## config.mk

```make
export PLATFORM = sky130hd
export DESIGN_NAME = line_code_encoder_core
export DESIGN_NICKNAME = d
export VERILOG_FILES = /design/src/design/lce_pkg.sv /design/src/design/line_code_encoder_core.sv /design/src/design/lce_front.sv /design/src/design/lce_queue.sv /design/src/design/lce_back.sv
export SDC_FILE = /design/constraint.sdc
export NUM_CORES = 1
export LEC_CHECK = 0
export BUFFER_PORTS_ARGS = -buffer_cell sky130_fd_sc_hd__buf_2
export CORE_MARGIN = 10
export CORE_UTILIZATION = 37
export DETAILED_ROUTE_END_ITERATION = 10
export SLEW_MARGIN = 5
export SYNTH_ARGS = -nofsm -noshare
export SYNTH_HDL_FRONTEND = slang
export SYNTH_HIERARCHICAL = 1
export SYNTH_SLANG_ARGS = --single-unit
```

## constraint.sdc

```tcl
create_clock -name clk -period 3.8 [get_ports clk]
set_input_delay 0.57 -clock clk [delete_from_list [all_inputs] [get_ports clk]]
set_output_delay 0.57 -clock clk [all_outputs]
set_load 0.05 [all_outputs]
```

## src/design/lce_pkg.sv

```systemverilog
`timescale 1ns / 1ps
// ----------------------------------------------------------------------------
// lce_pkg: shared types and constants of the line code encoder
// Line levels, code and substitution selectors, and the command that the
// front part hands to the symbol sequencer through the command queue.
// ----------------------------------------------------------------------------
package lce_pkg;

    // half-bit line levels
    localparam logic [1:0] LV_LOW  = 2'd0;
    localparam logic [1:0] LV_ZERO = 2'd1;
    localparam logic [1:0] LV_HIGH = 2'd2;

    // line code selector values
    localparam logic [2:0] CODE_NRZL   = 3'd0;
    localparam logic [2:0] CODE_NRZI   = 3'd1;
    localparam logic [2:0] CODE_AMI    = 3'd2;
    localparam logic [2:0] CODE_PSEUDO = 3'd3;
    localparam logic [2:0] CODE_MANCH  = 3'd4;
    localparam logic [2:0] CODE_DMANCH = 3'd5;

    // zero substitution selector values
    localparam logic [1:0] SUB_NONE = 2'd0;
    localparam logic [1:0] SUB_B8ZS = 2'd1;
    localparam logic [1:0] SUB_HDB3 = 2'd2;

    // configuration register indexes
    localparam int         CFG_INDEX_W   = 1;
    localparam int         CFG_DATA_W    = 3;
    localparam logic [0:0] REG_LINE_CODE = 1'b0;
    localparam logic [0:0] REG_ZERO_SUB  = 1'b1;

    // zero run lengths for substitution
    localparam logic [3:0] RUN_B8ZS = 4'd8;
    localparam logic [3:0] RUN_HDB3 = 4'd4;

    // default command queue depth
    localparam int QUEUE_DEPTH = 4;

    // what follows the plain zeros of a command
    typedef enum logic [1:0] {
        OP_NONE,
        OP_BIT,
        OP_SUB8,
        OP_SUB4
    } op_t;

    // one command: some plain zeros, then one operation
    typedef struct packed {
        logic [2:0] zeros;
        op_t        op;
        logic       data_bit;
        logic [2:0] code;
        logic       eom;
    } cmd_t;

endpackage

```

## src/design/line_code_encoder_core.sv

```systemverilog
`timescale 1ns / 1ps
// ----------------------------------------------------------------------------
// line_code_encoder_core: serial line code encoder
// Encodes one message bit per input transfer into half-bit symbol pairs.
// ----------------------------------------------------------------------------
// Usage: program line_code (index 0) and zero_substitution (index 1) through
// the write port while the block is idle. Each input transfer carries one
// data_bit and an end_of_message flag; each output transfer carries one bit
// period as first_half / second_half levels, with last_symbol set on the
// final symbol of a message. Both channels use valid and stall.
// Path: an input transfer that completes a command writes it into the command
// queue; the sequencer then loads the output register from the queue head.
// Throughput: one symbol per clock from the sequencer while the output is not
// stalled. A plain bit gives one symbol; in AMI with B8ZS or HDB3 a held zero
// gives none, and the bit that completes or breaks a run releases all symbols
// of its command (at most eight). The sequencer sets the pace; the input
// side keeps accepting while the command queue has room.
// Reset: clears the configuration to NRZ-L without substitution, drops held
// zeros, sets the line level high and the pulse parity even.
// Output stall holds the symbol; the queue then fills and input stall rises.
// ----------------------------------------------------------------------------
module line_code_encoder_core #(
    parameter int QUEUE_DEPTH = lce_pkg::QUEUE_DEPTH
) (
    input  logic                            clk,
    input  logic                            rst_n,
    input  logic                            cfg_we,
    input  logic [lce_pkg::CFG_INDEX_W-1:0] cfg_index,
    input  logic [lce_pkg::CFG_DATA_W-1:0]  cfg_data,
    input  logic                            in_valid,
    output logic                            in_stall,
    input  logic                            data_bit,
    input  logic                            end_of_message,
    output logic                            out_valid,
    input  logic                            out_stall,
    output logic [1:0]                      first_half,
    output logic [1:0]                      second_half,
    output logic                            last_symbol
);

    logic          push;
    lce_pkg::cmd_t push_cmd;
    logic          queue_full;
    logic          pop;
    logic          head_valid;
    lce_pkg::cmd_t head_cmd;

    // input classification
    lce_front u_front (
        .clk            (clk),
        .rst_n          (rst_n),
        .cfg_we         (cfg_we),
        .cfg_index      (cfg_index),
        .cfg_data       (cfg_data),
        .in_valid       (in_valid),
        .in_stall       (in_stall),
        .data_bit       (data_bit),
        .end_of_message (end_of_message),
        .queue_full     (queue_full),
        .push           (push),
        .push_cmd       (push_cmd)
    );

    // command queue
    lce_queue #(
        .DEPTH (QUEUE_DEPTH)
    ) u_queue (
        .clk        (clk),
        .rst_n      (rst_n),
        .push       (push),
        .push_cmd   (push_cmd),
        .full       (queue_full),
        .pop        (pop),
        .head_valid (head_valid),
        .head_cmd   (head_cmd)
    );

    // symbol sequencer
    lce_back u_back (
        .clk         (clk),
        .rst_n       (rst_n),
        .head_valid  (head_valid),
        .head_cmd    (head_cmd),
        .pop         (pop),
        .out_valid   (out_valid),
        .out_stall   (out_stall),
        .first_half  (first_half),
        .second_half (second_half),
        .last_symbol (last_symbol)
    );

endmodule

```

## src/design/lce_front.sv

```systemverilog
`timescale 1ns / 1ps
// ----------------------------------------------------------------------------
// lce_front: input side of the line code encoder
// Holds the configuration registers and the count of held zeros, and turns
// input bits into commands for the symbol sequencer; a held zero gives none.
// ----------------------------------------------------------------------------
module lce_front (
    input  logic                            clk,
    input  logic                            rst_n,
    input  logic                            cfg_we,
    input  logic [lce_pkg::CFG_INDEX_W-1:0] cfg_index,
    input  logic [lce_pkg::CFG_DATA_W-1:0]  cfg_data,
    input  logic                            in_valid,
    output logic                            in_stall,
    input  logic                            data_bit,
    input  logic                            end_of_message,
    input  logic                            queue_full,
    output logic                            push,
    output lce_pkg::cmd_t                   push_cmd
);

    logic [2:0] code_reg;
    logic [1:0] sub_reg;
    logic [2:0] fill_reg;
    logic [2:0] fill_next;
    logic [3:0] run_len;
    logic [3:0] fill_inc;
    logic [2:0] fill_after;
    logic       accept;

    // configuration registers
    always_ff @(posedge clk or negedge rst_n)
    begin
        if (!rst_n)
        begin
            code_reg <= lce_pkg::CODE_NRZL;
            sub_reg  <= lce_pkg::SUB_NONE;
        end
        else if (cfg_we)
        begin
            case (cfg_index)
                lce_pkg::REG_LINE_CODE: code_reg <= cfg_data;
                lce_pkg::REG_ZERO_SUB:  sub_reg  <= cfg_data[1:0];
                default: ;
            endcase
        end
    end

    assign in_stall = queue_full;
    assign accept   = in_valid && !in_stall;

    // substitution run length in force
    always_comb
    begin
        run_len = 4'd0;
        if (code_reg == lce_pkg::CODE_AMI)
        begin
            case (sub_reg)
                lce_pkg::SUB_B8ZS: run_len = lce_pkg::RUN_B8ZS;
                lce_pkg::SUB_HDB3: run_len = lce_pkg::RUN_HDB3;
                default:           run_len = 4'd0;
            endcase
        end
    end

    // classify the bit: flush and encode, substitute, or hold the zero
    always_comb
    begin
        fill_inc          = {1'b0, fill_reg} + 4'd1;
        fill_after        = 3'd0;
        push_cmd.zeros    = 3'd0;
        push_cmd.op       = lce_pkg::OP_NONE;
        push_cmd.data_bit = data_bit;
        push_cmd.code     = code_reg;
        push_cmd.eom      = end_of_message;
        if (run_len == 4'd0 || data_bit)
        begin
            push_cmd.zeros = fill_reg;
            push_cmd.op    = lce_pkg::OP_BIT;
        end
        else if (fill_inc >= run_len)
        begin
            push_cmd.zeros = 3'(fill_inc - run_len);
            push_cmd.op    = (run_len == lce_pkg::RUN_B8ZS) ? lce_pkg::OP_SUB8
                                                            : lce_pkg::OP_SUB4;
        end
        else
        begin
            fill_after = fill_inc[2:0];
        end
        // message end flushes any zeros still held
        if (end_of_message)
        begin
            if (push_cmd.op == lce_pkg::OP_NONE)
            begin
                push_cmd.zeros = fill_after;
            end
            fill_next = 3'd0;
        end
        else
        begin
            fill_next = fill_after;
        end
    end

    assign push = accept && (push_cmd.op != lce_pkg::OP_NONE || end_of_message);

    // held zero count
    always_ff @(posedge clk or negedge rst_n)
    begin
        if (!rst_n)
        begin
            fill_reg <= 3'd0;
        end
        else if (accept)
        begin
            fill_reg <= fill_next;
        end
    end

endmodule

```

## src/design/lce_queue.sv

```systemverilog
`timescale 1ns / 1ps
// ----------------------------------------------------------------------------
// lce_queue: command queue between front and sequencer
// Small circular buffer of commands; the head is presented to the reader.
// ----------------------------------------------------------------------------
module lce_queue #(
    parameter int DEPTH = lce_pkg::QUEUE_DEPTH
) (
    input  logic          clk,
    input  logic          rst_n,
    input  logic          push,
    input  lce_pkg::cmd_t push_cmd,
    output logic          full,
    input  logic          pop,
    output logic          head_valid,
    output lce_pkg::cmd_t head_cmd
);

    localparam int PtrW = (DEPTH > 1) ? $clog2(DEPTH) : 1;
    localparam int CntW = $clog2(DEPTH + 1);

    lce_pkg::cmd_t entry_reg [DEPTH];
    logic [PtrW-1:0] wr_ptr_reg;
    logic [PtrW-1:0] wr_ptr_next;
    logic [PtrW-1:0] rd_ptr_reg;
    logic [PtrW-1:0] rd_ptr_next;
    logic [CntW-1:0] count_reg;
    logic [CntW-1:0] count_next;

    assign full       = (count_reg == CntW'(DEPTH));
    assign head_valid = (count_reg != '0);
    assign head_cmd   = entry_reg[rd_ptr_reg];

    // pointer and count update
    always_comb
    begin
        wr_ptr_next = wr_ptr_reg;
        rd_ptr_next = rd_ptr_reg;
        count_next  = count_reg;
        if (push)
        begin
            wr_ptr_next = (wr_ptr_reg == PtrW'(DEPTH - 1)) ? '0 : wr_ptr_reg + 1'b1;
        end
        if (pop)
        begin
            rd_ptr_next = (rd_ptr_reg == PtrW'(DEPTH - 1)) ? '0 : rd_ptr_reg + 1'b1;
        end
        if (push && !pop)
        begin
            count_next = count_reg + 1'b1;
        end
        else if (pop && !push)
        begin
            count_next = count_reg - 1'b1;
        end
    end

    always_ff @(posedge clk or negedge rst_n)
    begin
        if (!rst_n)
        begin
            wr_ptr_reg <= '0;
            rd_ptr_reg <= '0;
            count_reg  <= '0;
        end
        else
        begin
            wr_ptr_reg <= wr_ptr_next;
            rd_ptr_reg <= rd_ptr_next;
            count_reg  <= count_next;
        end
    end

    // command storage
    always_ff @(posedge clk)
    begin
        if (push)
        begin
            entry_reg[wr_ptr_reg] <= push_cmd;
        end
    end

endmodule

```

## src/design/lce_back.sv

```systemverilog
`timescale 1ns / 1ps
// ----------------------------------------------------------------------------
// lce_back: symbol sequencer of the line code encoder
// Expands the head command into one symbol per cycle unless the output stalls,
// tracks line polarity and pulse parity, and drives the output register.
// ----------------------------------------------------------------------------
module lce_back (
    input  logic          clk,
    input  logic          rst_n,
    input  logic          head_valid,
    input  lce_pkg::cmd_t head_cmd,
    output logic          pop,
    output logic          out_valid,
    input  logic          out_stall,
    output logic [1:0]    first_half,
    output logic [1:0]    second_half,
    output logic          last_symbol
);

    logic [2:0] idx_reg;
    logic [2:0] idx_next;
    logic       level_reg;
    logic       level_next;
    logic       odd_reg;
    logic       odd_next;
    logic       out_valid_reg;
    logic [1:0] first_reg;
    logic [1:0] second_reg;
    logic       last_reg;

    logic       load;
    logic       advance;
    logic [3:0] op_len;
    logic [3:0] total;
    logic       sym_last;
    logic [2:0] step;
    logic       in_zeros;
    logic       enc_bit;
    logic [1:0] sym_first;
    logic [1:0] sym_second;
    logic [1:0] pol_p;
    logic [1:0] pol_q;

    function automatic logic [1:0] pulse(input logic high);
        begin
            pulse = high ? lce_pkg::LV_HIGH : lce_pkg::LV_LOW;
        end
    endfunction

    assign load    = !out_valid_reg || !out_stall;
    assign advance = head_valid && load;

    // symbol count of the head command
    always_comb
    begin
        case (head_cmd.op)
            lce_pkg::OP_BIT:  op_len = 4'd1;
            lce_pkg::OP_SUB8: op_len = 4'd8;
            lce_pkg::OP_SUB4: op_len = 4'd4;
            default:          op_len = 4'd0;
        endcase
    end

    assign total    = {1'b0, head_cmd.zeros} + op_len;
    assign sym_last = ({1'b0, idx_reg} == total - 4'd1);
    assign in_zeros = (idx_reg < head_cmd.zeros);
    assign step     = idx_reg - head_cmd.zeros;
    assign enc_bit  = in_zeros ? 1'b0 : head_cmd.data_bit;
    assign pol_p    = pulse(level_reg);
    assign pol_q    = pulse(!level_reg);

    // current symbol and next polarity and parity
    always_comb
    begin
        sym_first  = lce_pkg::LV_ZERO;
        sym_second = lce_pkg::LV_ZERO;
        level_next = level_reg;
        odd_next   = odd_reg;
        if (in_zeros || head_cmd.op == lce_pkg::OP_BIT)
        begin
            case (head_cmd.code)
                lce_pkg::CODE_NRZI:
                begin
                    level_next = level_reg ^ enc_bit;
                    sym_first  = pulse(level_next);
                    sym_second = pulse(level_next);
                end
                lce_pkg::CODE_AMI:
                begin
                    if (enc_bit)
                    begin
                        level_next = !level_reg;
                        odd_next   = !odd_reg;
                        sym_first  = pol_q;
                        sym_second = pol_q;
                    end
                end
                lce_pkg::CODE_PSEUDO:
                begin
                    if (!enc_bit)
                    begin
                        level_next = !level_reg;
                        sym_first  = pol_q;
                        sym_second = pol_q;
                    end
                end
                lce_pkg::CODE_MANCH:
                begin
                    sym_first  = enc_bit ? lce_pkg::LV_LOW : lce_pkg::LV_HIGH;
                    sym_second = enc_bit ? lce_pkg::LV_HIGH : lce_pkg::LV_LOW;
                end
                lce_pkg::CODE_DMANCH:
                begin
                    // a zero adds a transition at the bit start
                    sym_first  = enc_bit ? pol_p : pol_q;
                    sym_second = enc_bit ? pol_q : pol_p;
                    level_next = enc_bit ? !level_reg : level_reg;
                end
                default:
                begin
                    sym_first  = enc_bit ? lce_pkg::LV_LOW : lce_pkg::LV_HIGH;
                    sym_second = sym_first;
                end
            endcase
        end
        else if (head_cmd.op == lce_pkg::OP_SUB8)
        begin
            // 0 0 0 P -P 0 -P P
            if (step inside {3'd3, 3'd7})
            begin
                sym_first = pol_p;
            end
            else if (step inside {3'd4, 3'd6})
            begin
                sym_first = pol_q;
            end
            sym_second = sym_first;
        end
        else if (head_cmd.op == lce_pkg::OP_SUB4)
        begin
            // odd parity: 0 0 0 P, even parity: -P 0 0 -P
            if (odd_reg)
            begin
                if (step == 3'd3)
                begin
                    sym_first = pol_p;
                end
            end
            else if (step == 3'd0 || step == 3'd3)
            begin
                sym_first = pol_q;
            end
            sym_second = sym_first;
            if (step == 3'd3)
            begin
                level_next = odd_reg ? level_reg : !level_reg;
                odd_next   = 1'b0;
            end
        end
        // message end returns line state to reset values
        if (sym_last && head_cmd.eom)
        begin
            level_next = 1'b1;
            odd_next   = 1'b0;
        end
    end

    assign idx_next = sym_last ? 3'd0 : idx_reg + 3'd1;
    assign pop      = advance && sym_last;

    // sequencer state
    always_ff @(posedge clk or negedge rst_n)
    begin
        if (!rst_n)
        begin
            idx_reg   <= 3'd0;
            level_reg <= 1'b1;
            odd_reg   <= 1'b0;
        end
        else if (advance)
        begin
            idx_reg   <= idx_next;
            level_reg <= level_next;
            odd_reg   <= odd_next;
        end
    end

    // output register valid
    always_ff @(posedge clk or negedge rst_n)
    begin
        if (!rst_n)
        begin
            out_valid_reg <= 1'b0;
        end
        else if (load)
        begin
            out_valid_reg <= head_valid;
        end
    end

    // output register payload
    always_ff @(posedge clk)
    begin
        if (advance)
        begin
            first_reg  <= sym_first;
            second_reg <= sym_second;
            last_reg   <= sym_last && head_cmd.eom;
        end
    end

    assign out_valid   = out_valid_reg;
    assign first_half  = first_reg;
    assign second_half = second_reg;
    assign last_symbol = last_reg;

    // a pending command never has its index past its last symbol
    assert property (@(posedge clk) disable iff (!rst_n)
        head_valid |-> ({1'b0, idx_reg} < total))
        else $error("symbol index beyond command length");

    // index restarts after the last symbol of a command
    assert property (@(posedge clk) disable iff (!rst_n)
        (advance && sym_last) |=> (idx_reg == 3'd0))
        else $error("symbol index not cleared after command");

    // line state is back at reset values after a message end
    assert property (@(posedge clk) disable iff (!rst_n)
        (advance && sym_last && head_cmd.eom) |=> (level_reg && !odd_reg))
        else $error("line state not cleared at message end");

    // a message end symbol comes only with a loaded output
    assert property (@(posedge clk) disable iff (!rst_n)
        (advance && sym_last && head_cmd.eom) |=> (out_valid_reg && last_reg))
        else $error("message end symbol not presented");

endmodule
```

==> impl_results.rst <==
.. list-table::
   :header-rows: 1

   * - Metric
     - Value
   * - Outcome
     - finished, final reports clean
   * - Hold-fix buffers, CTS
     - 0
   * - Via count of the first global-routing pass
     - 2361
   * - Insertion delay to the later sink of the worst-skew pair
     - between 0.3 and 0.4 ns
   * - Post-synthesis share of cell area spent on full adders, half adders and majority gates
     - about 8%
   * - Count of flip-flops with a built-in enable after synthesis
     - 44
   * - Crit path DAT
     - 3.88 ns
   * - Core Area
     - 0.009328 mm²
   * - Layout Cells excl Fill
     - 451
   * - Die Width
     - approximately 120 µm
   * - Detailed-router iteration count before antenna repair
     - 4
   * - Maximum number of pins on one net before global-route repair
     - 22
   * - Number of storage elements in the synthesis netlist
     - 65
   * - Number of instances in the synthesized netlist
     - roughly 280
   * - Ports
     - 18
   * - Kind of path behind the tightest hold check
     - input pin to asynchronous set/reset pin
   * - Number of antenna violations at the first check in global routing
     - 0
   * - Fraction of final layout cells with drive strength greater than 1
     - 30.43%
   * - Maximum capacitance violations
     - 0
   * - Share of synthesized area spent on multiplexers
     - 9.582%
   * - Number of flip-flops in the largest register
     - 40
   * - Crit Path Class
     - flop to flop
   * - Finished Core Util
     - 44.36%
   * - Worst endpoint required time
     - 4.02 ns
   * - Number of input and output port buffers inserted
     - 17
   * - Seq/Total Area, Yosys
     - between 50% and 60%
   * - Dominant combinational cell family by area after synthesis
     - simple AND/OR/NAND/NOR gates
   * - Primary FF master, synth
     - edfxtp_1
   * - Clock sinks
     - 65
   * - Post-synthesis average cell area
     - ~13 µm²
   * - Fraction of the cycle the final worst path needs
     - a little over nine tenths
   * - Maximum count of clock buffers along a single path
     - 2
   * - Starting utilization of the core area
     - 38.50%
   * - CTS root buf
     - clkbuf_8
   * - Synth Area in XOR/XNOR
     - approximately 3.1%
   * - Site Rows
     - 35
   * - First-pass GRT wire length
     - 11580 µm
   * - Height of the die
     - ~120 µm
   * - Number of warnings printed during yosys synthesis
     - 6
   * - Highest attainable clock frequency
     - 273.2 MHz
   * - Number of vias per cell after detailed routing
     - 4.984
   * - Synth Area in Compound Gates
     - 11.22%
   * - Relative max-transition margin
     - 63.43%
   * - Total setup violations reported at the end of the flow
     - 0
   * - Net Count, Synth
     - 316
   * - GP Congestion
     - 0.8545
   * - Clock transition time at the flip-flop clock pins of the worst setup and hold paths
     - 0.08 ns
   * - Drt total wl
     - between 6000 and 7000 µm
   * - Worst vdd rail ir drop
     - 0.3226 mV
   * - Number of H-tree levels
     - 3
   * - Detailed placement HPWL
     - about 5000 µm
   * - Nets
     - 349
   * - Maximum fanout along the worst path
     - 4
   * - Combined global-route utilization of all metal layers
     - 9.979%
   * - Asr flop ratio synth
     - 32.31%
   * - Total vias in the final route
     - 2248
   * - Worst-margin pin slew
     - 0.5486 ns
   * - Die Footprint
     - 0.01405 mm²
   * - Cell taking the most area after synthesis
     - edfxtp_1
   * - Post-route clock skew
     - around 0.0097 ns
   * - Total placed cells including tap cells
     - 430
   * - Power per unit of standard cell area
     - 951.1 mW/mm²
   * - Kind of launch point of the worst setup path
     - flop
   * - Area contributors post-synth
     - edfxtp_1, dfrtp_1, ha_1
   * - Synth top area share
     - around 37%
   * - Leakage dissipation
     - approximately 1.6 nW
   * - Hold violation total from the final report
     - 0
   * - TritonCTS clock tree
     - done
   * - Max Slew Vio Count
     - 0
   * - Residual antenna-violating net count after detailed routing
     - 0
   * - Number of buffers created by CTS
     - 9
   * - Number of antenna cells inserted
     - 0
   * - Number of DRC markers after the initial detailed-route iteration
     - 151
   * - Remaining routing DRC violations
     - 0
   * - Final critical path time including I/O delays and setup
     - about 3.7 ns
   * - Routed WL per cell
     - 14.97 µm
   * - GRT Residual Overflow
     - 0
   * - Combined area of all synthesized cells
     - 0.003591 mm²
   * - Crit. End Element
     - flop
   * - Basic-gate share of the synthesized area counting and, or, nand and nor cells
     - 12.37%
   * - Post-synthesis cell type count
     - 60
   * - Area delta synth->final
     - 15.23%
area by class of cell:
type	count	area [µm²]
clock buffer	10	127.6
clock inverter	6	43.79
fill	838	5190
inverter	23	88.84
multi-input combinational	187	1665
sequential	65	1849
tap	129	161.4
timing repair buffer	31	201.4
cells by family after synthesis:
group                    after synthesis
flip-flops                            65
XOR/XNOR                              12
AO/OA/AOI/OAI                         55
multiplexers                          20
adder cells (fa/ha/maj)               21
AND/OR/NAND/NOR                       79
buffers and inverters                 32
placed cells by master (no fill, tap or decap), types with 4 or more instances in the layout:
cell type / n
nor2_1: 11
xor2_1: 5
dfrtp_1: 19
buf_2: 17
inv_1: 16
o22ai_1: 4
nor2b_1: 4
mux2_2: 8
a31oi_1: 6
nand2b_1: 5
mux4_2: 8
edfxtp_1: 44
clkbuf_8: 9
nand3_1: 6
inv_2: 6
xnor2_1: 5
buf_4: 11
nand2_1: 23
o21ai_0: 10
ha_1: 14
a21oi_1: 12
nor3_1: 4
ha_4: 4
and2_1: 5
final timing paths:
kind                                        from               endpoint  slack (ns)  cells past startpoint
max                        u_queue/rd_ptr_reg[0]   u_queue/count_reg[1]        0.14                     16
min                                        rst_n    u_front/fill_reg[2]        0.18                      1
max reg2reg                u_queue/rd_ptr_reg[0]   u_queue/count_reg[1]        0.14                     16
min reg2reg                 u_queue/count_reg[2]   u_queue/count_reg[2]        0.50                      1
max in group asynchronous                  rst_n  u_queue/rd_ptr_reg[0]        3.25                      1
min in group clk                     cfg_data[2]    u_front/code_reg[2]        0.46                      2
worst max-delay path: stages, from the launching register on:
cell and delay (ns):
dfrtp_2 0.42, mux4_2 0.57, nor2b_4 0.16, inv_4 0.06, ha_4 0.12, inv_2 0.04
ha_4 0.15, fa_2 0.55, xor2_2 0.08, nor3_2 0.23, nand2_2 0.11, nor2_4 0.14
inv_2 0.05, ha_4 0.15, inv_2 0.04, fa_1 0.40, mux2_4 0.28
cell usage after synthesis (all sizes together), types with 7 or more instances:
cell type / count
a21oi: 13
nand2b: 7
buf: 9
o21ai: 12
ha: 18
nor2: 12
inv: 23
mux4: 10
edfxtp: 44
mux2: 9
nand2: 25
dfrtp: 20
routing by layer:
metal	share of wire, %	wire [µm]	vias up	track usage [%]
met5	0	0	-	0
met4	1.7	112	0	4.198
met3	4.7	317	11	2.999
met2	48	3249	47	16.20
met1	45	3072	1074	12.07
li1	-	-	1116	-
stage by stage:
stage            TNS, ns  setup slack (ns)  hold WS, ns  area (µm²)  total power, mW
2_1_floorplan   -0.02325          -0.02325       0.2744        3630            2.805
3_3_place_gp           0            0.2104       0.4669        3876            3.251
3_5_place_dp           0            0.1007       0.4813        3876            3.282
4_1_cts                0           0.07975       0.1840        4048            3.817
5_1_grt        -0.004102         -0.004102       0.2003        4138            4.251
6_report               0            0.1402       0.1825        4138            3.935
timing repair:
item / CTS / global route
resized for setup: 0 / 14
endpoints found under the setup margin: 0 / 2
buffers inserted: 0 / 5
power by group:
part	internal (mW)	switching [mW]
clock	0.240	0.275
combinational	1.05	1.27
sequential	0.975	0.122
No activity file was read; power rests on OpenSTA's default activity.
